[config.mk]
export PLATFORM = sky130hd
export DESIGN_NAME = gpio_port_with_edge_interrupts
export DESIGN_NICKNAME = d
export VERILOG_FILES = /design/src/rtl/gpe_pkg.sv /design/src/rtl/gpio_port_with_edge_interrupts.sv /design/src/rtl/gpe_detect.sv
export SDC_FILE = /design/constraint.sdc
export NUM_CORES = 1
export LEC_CHECK = 0
export BUFFER_PORTS_ARGS = -buffer_cell sky130_fd_sc_hd__buf_2
export CAP_MARGIN = 20
export CORE_MARGIN = 3
export CORE_UTILIZATION = 50
export CTS_CLUSTER_SIZE = 10
export DETAILED_ROUTE_END_ITERATION = 8
export GPL_TIMING_DRIVEN = 0
export PLACE_DENSITY = 0.75
export SLEW_MARGIN = 10
export SYNTH_ARGS = -nofsm -noshare
export SYNTH_HDL_FRONTEND = slang
export SYNTH_SLANG_ARGS = --single-unit
[constraint.sdc]
create_clock -name aclk -period 5.22 [get_ports aclk]
set_input_delay 0.783 -clock aclk [delete_from_list [all_inputs] [get_ports aclk]]
set_output_delay 0.783 -clock aclk [all_outputs]
set_load 0.05 [all_outputs]
[src/rtl/gpe_pkg.sv]
`timescale 1ns / 1ps
`default_nettype none

package gpe_pkg;

    localparam int PinW = 8;

    typedef logic [PinW-1:0] pin_vec_t;

    typedef enum logic [1:0] {
        FuncRead   = 2'd0,
        FuncWrite  = 2'd1,
        FuncSample = 2'd2
    } func_t;

    localparam logic [31:0] LockKey = 32'h4C4F_434B;

    localparam logic [11:0] OfsDir   = 12'h400;
    localparam logic [11:0] OfsIs    = 12'h404;
    localparam logic [11:0] OfsIbe   = 12'h408;
    localparam logic [11:0] OfsIev   = 12'h40C;
    localparam logic [11:0] OfsIm    = 12'h410;
    localparam logic [11:0] OfsRis   = 12'h414;
    localparam logic [11:0] OfsMis   = 12'h418;
    localparam logic [11:0] OfsIcr   = 12'h41C;
    localparam logic [11:0] OfsAfsel = 12'h420;
    localparam logic [11:0] OfsOdr   = 12'h50C;
    localparam logic [11:0] OfsPur   = 12'h510;
    localparam logic [11:0] OfsPdr   = 12'h514;
    localparam logic [11:0] OfsDen   = 12'h51C;
    localparam logic [11:0] OfsLock  = 12'h520;
    localparam logic [11:0] OfsCr    = 12'h524;

    typedef struct packed {
        pin_vec_t sense_level;
        pin_vec_t both_edges;
        pin_vec_t event_polarity;
        pin_vec_t den_mask;
        pin_vec_t previous_pins;
    } detect_cfg_t;

    typedef struct packed {
        pin_vec_t sampled;
        pin_vec_t events;
    } detect_res_t;

endpackage

`default_nettype wire

[src/rtl/gpio_port_with_edge_interrupts.sv]
`timescale 1ns / 1ps
`default_nettype none

// Eight-pin GPIO port with level and edge interrupts behind a register map.
// Input stream: each transfer is a bus read, a bus write or a pin sample tick,
// selected by s_axis_tuser; offset, write data and pad levels ride in tdata.
// Output stream: one transfer per input transfer, carrying the read data,
// the interrupt line and all pad controls as they stand after that item.
// The state registers and the result register update at the same edge that
// accepts the item. Unstalled, throughput is one item per cycle;
// the only storage on the path is the result register, so s_axis_tready is
// high whenever that register is empty or is being taken this cycle.
// When the receiver stalls, the result holds and the input stalls with it.
// cfg_wen/cfg_wdata set the protected pin mask; write it only while idle.
// Unprotected pins get their commit bit forced to 1 on that write.
// Reset (aresetn low, synchronous) clears every state register but the commit
// bits, which it sets, locks the port and empties the result register.

module gpio_port_with_edge_interrupts #(
    parameter int PIN_COUNT = 8
) (
    input  wire         aclk,
    input  wire         aresetn,
    input  wire         cfg_wen,
    input  wire  [7:0]  cfg_wdata,
    input  wire         s_axis_tvalid,
    output logic        s_axis_tready,
    // [11:0] reg_offset, [43:12] write_data, [51:44] pin_levels, [55:52] zero
    input  wire  [55:0] s_axis_tdata,
    // [1:0] func
    input  wire  [1:0]  s_axis_tuser,
    output logic        m_axis_tvalid,
    input  wire         m_axis_tready,
    // [7:0] read_data, [8] irq, [16:9] pad_out, [24:17] pad_oe,
    // [32:25] pad_od, [40:33] pad_pull_up, [48:41] pad_pull_dn,
    // [56:49] pad_alt, [64:57] pad_digital, [71:65] zero
    output logic [71:0] m_axis_tdata
);
    import gpe_pkg::*;

    localparam pin_vec_t RegMask = (PIN_COUNT >= PinW) ? {PinW{1'b1}} :
                                   PinW'((64'd1 << PIN_COUNT) - 64'd1);

    pin_vec_t out_latch_reg, out_latch_next;
    pin_vec_t direction_reg, direction_next;
    pin_vec_t sense_reg, sense_next;
    pin_vec_t both_reg, both_next;
    pin_vec_t polarity_reg, polarity_next;
    pin_vec_t mask_reg, mask_next;
    pin_vec_t raw_reg, raw_next;
    pin_vec_t alt_reg, alt_next;
    pin_vec_t od_reg, od_next;
    pin_vec_t pu_reg, pu_next;
    pin_vec_t pd_reg, pd_next;
    pin_vec_t den_reg, den_next;
    pin_vec_t commit_reg, commit_next;
    pin_vec_t prev_reg, prev_next;
    pin_vec_t protected_reg;
    logic     unlocked_reg, unlocked_next;

    logic        out_valid_reg;
    logic [71:0] out_data_reg;

    logic        in_fire;
    func_t       func;
    logic [11:0] ofs;
    logic [31:0] wd;
    pin_vec_t    v;
    pin_vec_t    sel;
    pin_vec_t    pins;
    pin_vec_t    rd;
    logic        irq_next;

    detect_cfg_t det_cfg;
    detect_res_t det_res;

    assign s_axis_tready = !out_valid_reg || m_axis_tready;
    assign in_fire       = s_axis_tvalid && s_axis_tready;
    assign func          = func_t'(s_axis_tuser);
    assign ofs           = {s_axis_tdata[11:2], 2'b00};
    assign wd            = s_axis_tdata[43:12];
    assign pins          = s_axis_tdata[51:44] & RegMask;
    assign v             = wd[PinW-1:0] & RegMask;
    assign sel           = ofs[9:2] & RegMask;

    assign det_cfg = '{sense_level:    sense_reg,
                       both_edges:     both_reg,
                       event_polarity: polarity_reg,
                       den_mask:       den_reg,
                       previous_pins:  prev_reg};

    gpe_detect u_detect (
        .pin_levels (pins),
        .cfg        (det_cfg),
        .res        (det_res)
    );

    always_comb begin
        out_latch_next = out_latch_reg;
        direction_next = direction_reg;
        sense_next     = sense_reg;
        both_next      = both_reg;
        polarity_next  = polarity_reg;
        mask_next      = mask_reg;
        raw_next       = raw_reg;
        alt_next       = alt_reg;
        od_next        = od_reg;
        pu_next        = pu_reg;
        pd_next        = pd_reg;
        den_next       = den_reg;
        commit_next    = commit_reg;
        prev_next      = prev_reg;
        unlocked_next  = unlocked_reg;
        rd             = '0;
        if (in_fire) begin
            case (func)
                FuncRead: begin
                    if (ofs[11:10] == 2'b00) begin
                        rd = ((out_latch_reg & direction_reg) |
                              (prev_reg & ~direction_reg)) & sel;
                    end else begin
                        case (ofs)
                            OfsDir:   rd = direction_reg;
                            OfsIs:    rd = sense_reg;
                            OfsIbe:   rd = both_reg;
                            OfsIev:   rd = polarity_reg;
                            OfsIm:    rd = mask_reg;
                            OfsRis:   rd = raw_reg;
                            OfsMis:   rd = raw_reg & mask_reg;
                            OfsAfsel: rd = alt_reg;
                            OfsOdr:   rd = od_reg;
                            OfsPur:   rd = pu_reg;
                            OfsPdr:   rd = pd_reg;
                            OfsDen:   rd = den_reg;
                            OfsLock:  rd = {{(PinW-1){1'b0}}, !unlocked_reg};
                            OfsCr:    rd = commit_reg;
                            default:  rd = '0;
                        endcase
                    end
                end
                FuncWrite: begin
                    if (ofs[11:10] == 2'b00) begin
                        out_latch_next = (out_latch_reg & ~sel) | (v & sel);
                    end else begin
                        case (ofs)
                            OfsDir: direction_next = v;
                            OfsIs:  sense_next     = v;
                            OfsIbe: both_next      = v;
                            OfsIev: polarity_next  = v;
                            OfsIm:  mask_next      = v;
                            OfsIcr: raw_next       = raw_reg & ~v;
                            OfsAfsel: begin
                                alt_next = (alt_reg & ~commit_reg) | (v & commit_reg);
                            end
                            OfsOdr: od_next = v;
                            OfsPur: begin
                                pu_next = (pu_reg & ~commit_reg) | (v & commit_reg);
                                pd_next = pd_reg & ~(v & commit_reg);
                            end
                            OfsPdr: begin
                                pd_next = (pd_reg & ~commit_reg) | (v & commit_reg);
                                pu_next = pu_reg & ~(v & commit_reg);
                            end
                            OfsDen: begin
                                den_next = (den_reg & ~commit_reg) | (v & commit_reg);
                            end
                            OfsLock: unlocked_next = (wd == LockKey);
                            OfsCr: begin
                                if (unlocked_reg) begin
                                    commit_next = (~protected_reg | (v & protected_reg)) &
                                                  RegMask;
                                end
                            end
                            default: ;
                        endcase
                    end
                end
                FuncSample: begin
                    raw_next  = (raw_reg | det_res.events) & RegMask;
                    prev_next = det_res.sampled;
                end
                default: ;
            endcase
        end
        irq_next = |(raw_next & mask_next);
    end

    always_ff @(posedge aclk) begin
        if (!aresetn) begin
            out_latch_reg <= '0;
            direction_reg <= '0;
            sense_reg     <= '0;
            both_reg      <= '0;
            polarity_reg  <= '0;
            mask_reg      <= '0;
            raw_reg       <= '0;
            alt_reg       <= '0;
            od_reg        <= '0;
            pu_reg        <= '0;
            pd_reg        <= '0;
            den_reg       <= '0;
            commit_reg    <= RegMask;
            prev_reg      <= '0;
            protected_reg <= '0;
            unlocked_reg  <= 1'b0;
            out_valid_reg <= 1'b0;
        end else begin
            out_latch_reg <= out_latch_next;
            direction_reg <= direction_next;
            sense_reg     <= sense_next;
            both_reg      <= both_next;
            polarity_reg  <= polarity_next;
            mask_reg      <= mask_next;
            raw_reg       <= raw_next;
            alt_reg       <= alt_next;
            od_reg        <= od_next;
            pu_reg        <= pu_next;
            pd_reg        <= pd_next;
            den_reg       <= den_next;
            prev_reg      <= prev_next;
            unlocked_reg  <= unlocked_next;
            if (cfg_wen) begin
                protected_reg <= cfg_wdata & RegMask;
                commit_reg    <= (commit_next | ~cfg_wdata) & RegMask;
            end else begin
                commit_reg    <= commit_next;
            end
            if (in_fire) begin
                out_valid_reg <= 1'b1;
            end else if (m_axis_tready) begin
                out_valid_reg <= 1'b0;
            end
        end
    end

    always_ff @(posedge aclk) begin
        if (in_fire) begin
            out_data_reg <= {7'd0, den_next, alt_next, pd_next, pu_next, od_next,
                             direction_next, out_latch_next, irq_next, rd};
        end
    end

    assign m_axis_tvalid = out_valid_reg;
    assign m_axis_tdata  = out_data_reg;

    a_commit_unprotected: assert property (@(posedge aclk) disable iff (!aresetn)
        ((commit_reg | protected_reg) & RegMask) == RegMask)
        else $error("commit bit of an unprotected pin is clear");

    a_pull_exclusive: assert property (@(posedge aclk) disable iff (!aresetn)
        (pu_reg & pd_reg) == '0)
        else $error("pull-up and pull-down both enabled on a pin");

    a_raw_clear_by_icr: assert property (@(posedge aclk) disable iff (!aresetn)
        (|($past(raw_reg) & ~raw_reg)) |->
            $past(in_fire && func == FuncWrite && ofs == OfsIcr))
        else $error("raw status bit dropped without an ICR write");

    a_unlock_by_key: assert property (@(posedge aclk) disable iff (!aresetn)
        $rose(unlocked_reg) |->
            $past(in_fire && func == FuncWrite && ofs == OfsLock && wd == LockKey))
        else $error("port unlocked without the key");

endmodule

`default_nettype wire

[src/rtl/gpe_detect.sv]
`timescale 1ns / 1ps
`default_nettype none

module gpe_detect (
    input  wire gpe_pkg::pin_vec_t    pin_levels,
    input  wire gpe_pkg::detect_cfg_t cfg,
    output gpe_pkg::detect_res_t      res
);
    import gpe_pkg::*;

    pin_vec_t p;
    pin_vec_t rise;
    pin_vec_t fall;
    pin_vec_t edge_hit;
    pin_vec_t level_hit;

    always_comb begin
        p         = pin_levels & cfg.den_mask;
        rise      = p & ~cfg.previous_pins;
        fall      = ~p & cfg.previous_pins;
        edge_hit  = (cfg.both_edges & (rise | fall)) |
                    (~cfg.both_edges & ((cfg.event_polarity & rise) |
                                        (~cfg.event_polarity & fall)));
        level_hit = (cfg.event_polarity & p) | (~cfg.event_polarity & ~p);
        res.sampled = p;
        res.events  = (cfg.sense_level & level_hit) | (~cfg.sense_level & edge_hit);
    end

endmodule

`default_nettype wire

==> results.md <==
- Vias/cell: 6.075
- Post-synthesis cell type count: 65
- P&R area growth vs syn: 17.71%
- DIE AREA: between 0.015 and 0.02 mm^2
- Largest net degree at the start of global routing: 36
- Routed metal-1 wire length: 12.18 mm
- CP Launch Type: input port
- RSZ-0062 raised after global routing: no
- Slew Viols, Final: 0
- Clk buf depth: 2
- Worst Path Arrival: 3870 ps
- Final setup vio count: 0
- Min Hold Slack: ~460 ps
- Static leakage: 4.093 nW
- Crit path cell chain: buf_2 -> buf_1 -> nand2_1 -> nor3_2 -> nand3_1 -> mux2_2 -> and2_1
- Final instance area: 0.01070 mm^2
- Sequential share of power: 48.9%
- Share of layout cells above drive strength 1: 22.60%
- CTS clk-pin slew, worst paths: about 70 ps
- Core ar.: 0.01754 mm^2
- Fin nets: 1,139
- Gr usage total: 29.85%
- Post_cts resized: 0
- Yosys reg bits: 187
- Detail Route met3 WL: 3.260 mm
- Clock latency on the worst-skew pair: ~440 ps
- PortBufs: 128
- Final period utilization: 67.74%
- Post-synthesis async set-or-reset flop share: 0%
- Clk_skew: 10.11 ps
- Mean post-synth cell area: 10.19 um^2
- CP Capture Type: register
- CTS H-tree depth: 4
- CTS tree: yes
- Sequential area share after synthesis: 48.33%
- DRC viols: 0
- Max-slew headroom: 26.40%
- Initial antenna violation count: 0
- Net switching power: 0.8549 mW
- Routed WL per cell: 23.23 um
- CTS root buffer: clkbuf_16
- Final hold vios: 0
- Power per cell area: ~300 mW/mm^2
- Clock sink count: 187
- Horiz. Die Dim: about 140 um
- Max FFs per register: 65
- Max-cap viol count: 0
- Hold buffers post-CTS: 0
- Setup Fix Bufs, Post-CTS: 0
- Via Count: 7,818
- Crit Path Max Fanout: 10
- N_diodes: 0
- Mapped Cells: 892
- Sw Share: 27.17%
- Vias in the first global route: around 7.4k
- Syn Std Cell Area: 0.009091 mm^2
- CTS Buf Count: 17
- Initial Util: 51.84%
- Ys Warns: 0
- Maximum VDD drop: ~0.00024 V
- Detailed Route Iter0 Violations: 819
- Grt total ovfl: 0
- Achievable Freq: 282.8 MHz
- Row cnt: 48
- Worst Tran Pin Value: 1098 ps
- Kind of critical path: in2reg
- Top sig layer: met4
- Status: finished, final reports clean
- Comb pwr share: 9.6%
- Clk pwr share: 41.5%
- HP Class: reg2reg
- Ys flop type: dfxtp_1
- Largest stage delay, worst path: 970 ps
- GP Congestion: 0.9602
- Met2 wire length: around 13 mm
- Hpwl dp: 22.05 mm
- Tmin final: 3536 ps
- Number of synthesized flops with an enable pin: 65
- Critical-path top delay cell: nor3_2
- 1st-pass router iterations: 6
- Dpl cell area: 0.01011 mm^2
- Required time of the critical path: 5550 ps
- I/O pin cnt: between 100 and 150
- DIE HEIGHT: 140.8 um
- P_int: 2.292 mW
- First-pass GRT wire length: 44.74 mm
- Final wirelength: about 30 mm
- Post-DRT Antenna Nets: 0
[cells in the final DEF (no fill, tap or decap), types with 5 or more instances in the layout]
cell,count
clkbuf_16,17
buf_2,132
nor3_1,6
mux2_2,51
nor2b_1,39
nor4_1,6
nand2_1,50
nand4_1,14
edfxtp_1,65
a22oi_1,13
a31oi_1,8
nand3_1,36
clkbuf_1,46
a21oi_1,28
nor3_2,5
and2_1,64
o2bb2ai_1,6
o21bai_1,8
dfxtp_1,122
inv_1,29
conb_1,7
o22ai_1,7
and3_1,8
xor2_1,5
nor3b_1,9
a32oi_1,8
inv_8,5
o2111ai_1,13
buf_4,9
mux2i_1,44
nor2_1,49
ha_1,19
a21boi_0,5
o21a_1,9
o21ai_0,46
[path summary, 6_finish.rpt]
check	startpoint	to	slack [ps]	cells past startpoint
setup reg to reg	m_axis_tvalid	m_axis_tdata[8]	2180	8
hold / removal	protected_reg[0]	protected_reg[0]	460	2
setup / recovery	s_axis_tdata[2]	den_reg[1]	1680	7
hold reg to reg	protected_reg[0]	protected_reg[0]	460	2
[power by group through the flow]
stage	sequential (mW)	combinational, mW	clock [mW]
finish	1.54	0.302	1.31
global route	1.54	0.315	1.38
CTS	1.54	0.297	1.31
detailed placement	1.57	0.296	0
global placement	1.57	0.289	0
floorplan	1.66	0.101	0
[routing by layer]
layer / global-route usage (%) / vias to the layer above
li1: - / 3566
met1: 40.43 / 3710
met2: 45.36 / 463
met3: 7.259 / 79
met4: 13.67 / 0
met5: 0 / -
[worst max-delay path: cells and delay by family]
family	cells	cell delay [ps]
mux	1	370
buf+inv	2	850
simple gates	4	1850
[cells by family (layout without fill, tap and decap cells)]
| kind of cell | after synthesis | in the layout | synth area share [%] |
|---|---|---|---|
| flops | 187 | 187 | 48.33 |
| fa+ha+maj | 19 | 19 | 2.615 |
| other cells | 1 | 7 | 0.04125 |
| simple gates | 311 | 311 | 19.30 |
| compound gates | 183 | 183 | 13.68 |
| xor+xnor | 5 | 5 | 0.4817 |
| mux | 96 | 96 | 11.41 |
| buf+inv | 90 | 254 | 4.143 |
[per-stage QoR]
step	worst slack [ps]	setup TNS [ps]	instances	power, mW	util (%)
after global routing	1651	0	1287	3.231	61.02
after global placement	-405.6	-973.0	1251	1.861	57.24
after detailed placement	1456	0	1255	1.868	57.66
final	1684	0	1287	3.147	61.02
after floorplan	911.3	0	898	1.757	-
after CTS	1885	0	1287	3.141	61.02
[cells in the mapped netlist (all sizes together), types with 9 or more instances]
library cell | n | area share (%)
buf | 15 | 1.0
inv | 29 | 1.2
o2111ai | 13 | 1.3
o21ai | 46 | 2.5
and2 | 65 | 4.5
a22oi | 13 | 1.1
nor2 | 50 | 2.1
mux2i | 44 | 4.8
nand4 | 14 | 0.96
nand3 | 36 | 2.0
nor3b | 9 | 0.74
a21oi | 28 | 1.5
nor4 | 10 | 1.0
nor3 | 12 | 1.1
clkbuf | 46 | 1.9
edfxtp | 65 | 21
nor2b | 39 | 2.7
ha | 19 | 2.6
o21a | 9 | 0.74
mux2 | 51 | 6.3
dfxtp | 122 | 27
nand2 | 50 | 2.1
[area by class of cell]
type / count / area (um^2)
Buffer: 61 / 267.8
Clock buffer: 18 / 439.2
Clock inverter: 14 / 151.4
Fill cell: 1532 / 6835
Inverter: 29 / 108.9
Multi-Input combinational cell: 621 / 4363
Sequential cell: 187 / 4394
Tap cell: 225 / 281.5
Timing Repair Buffer: 132 / 695.7
(Power assumes the default switching activity.)
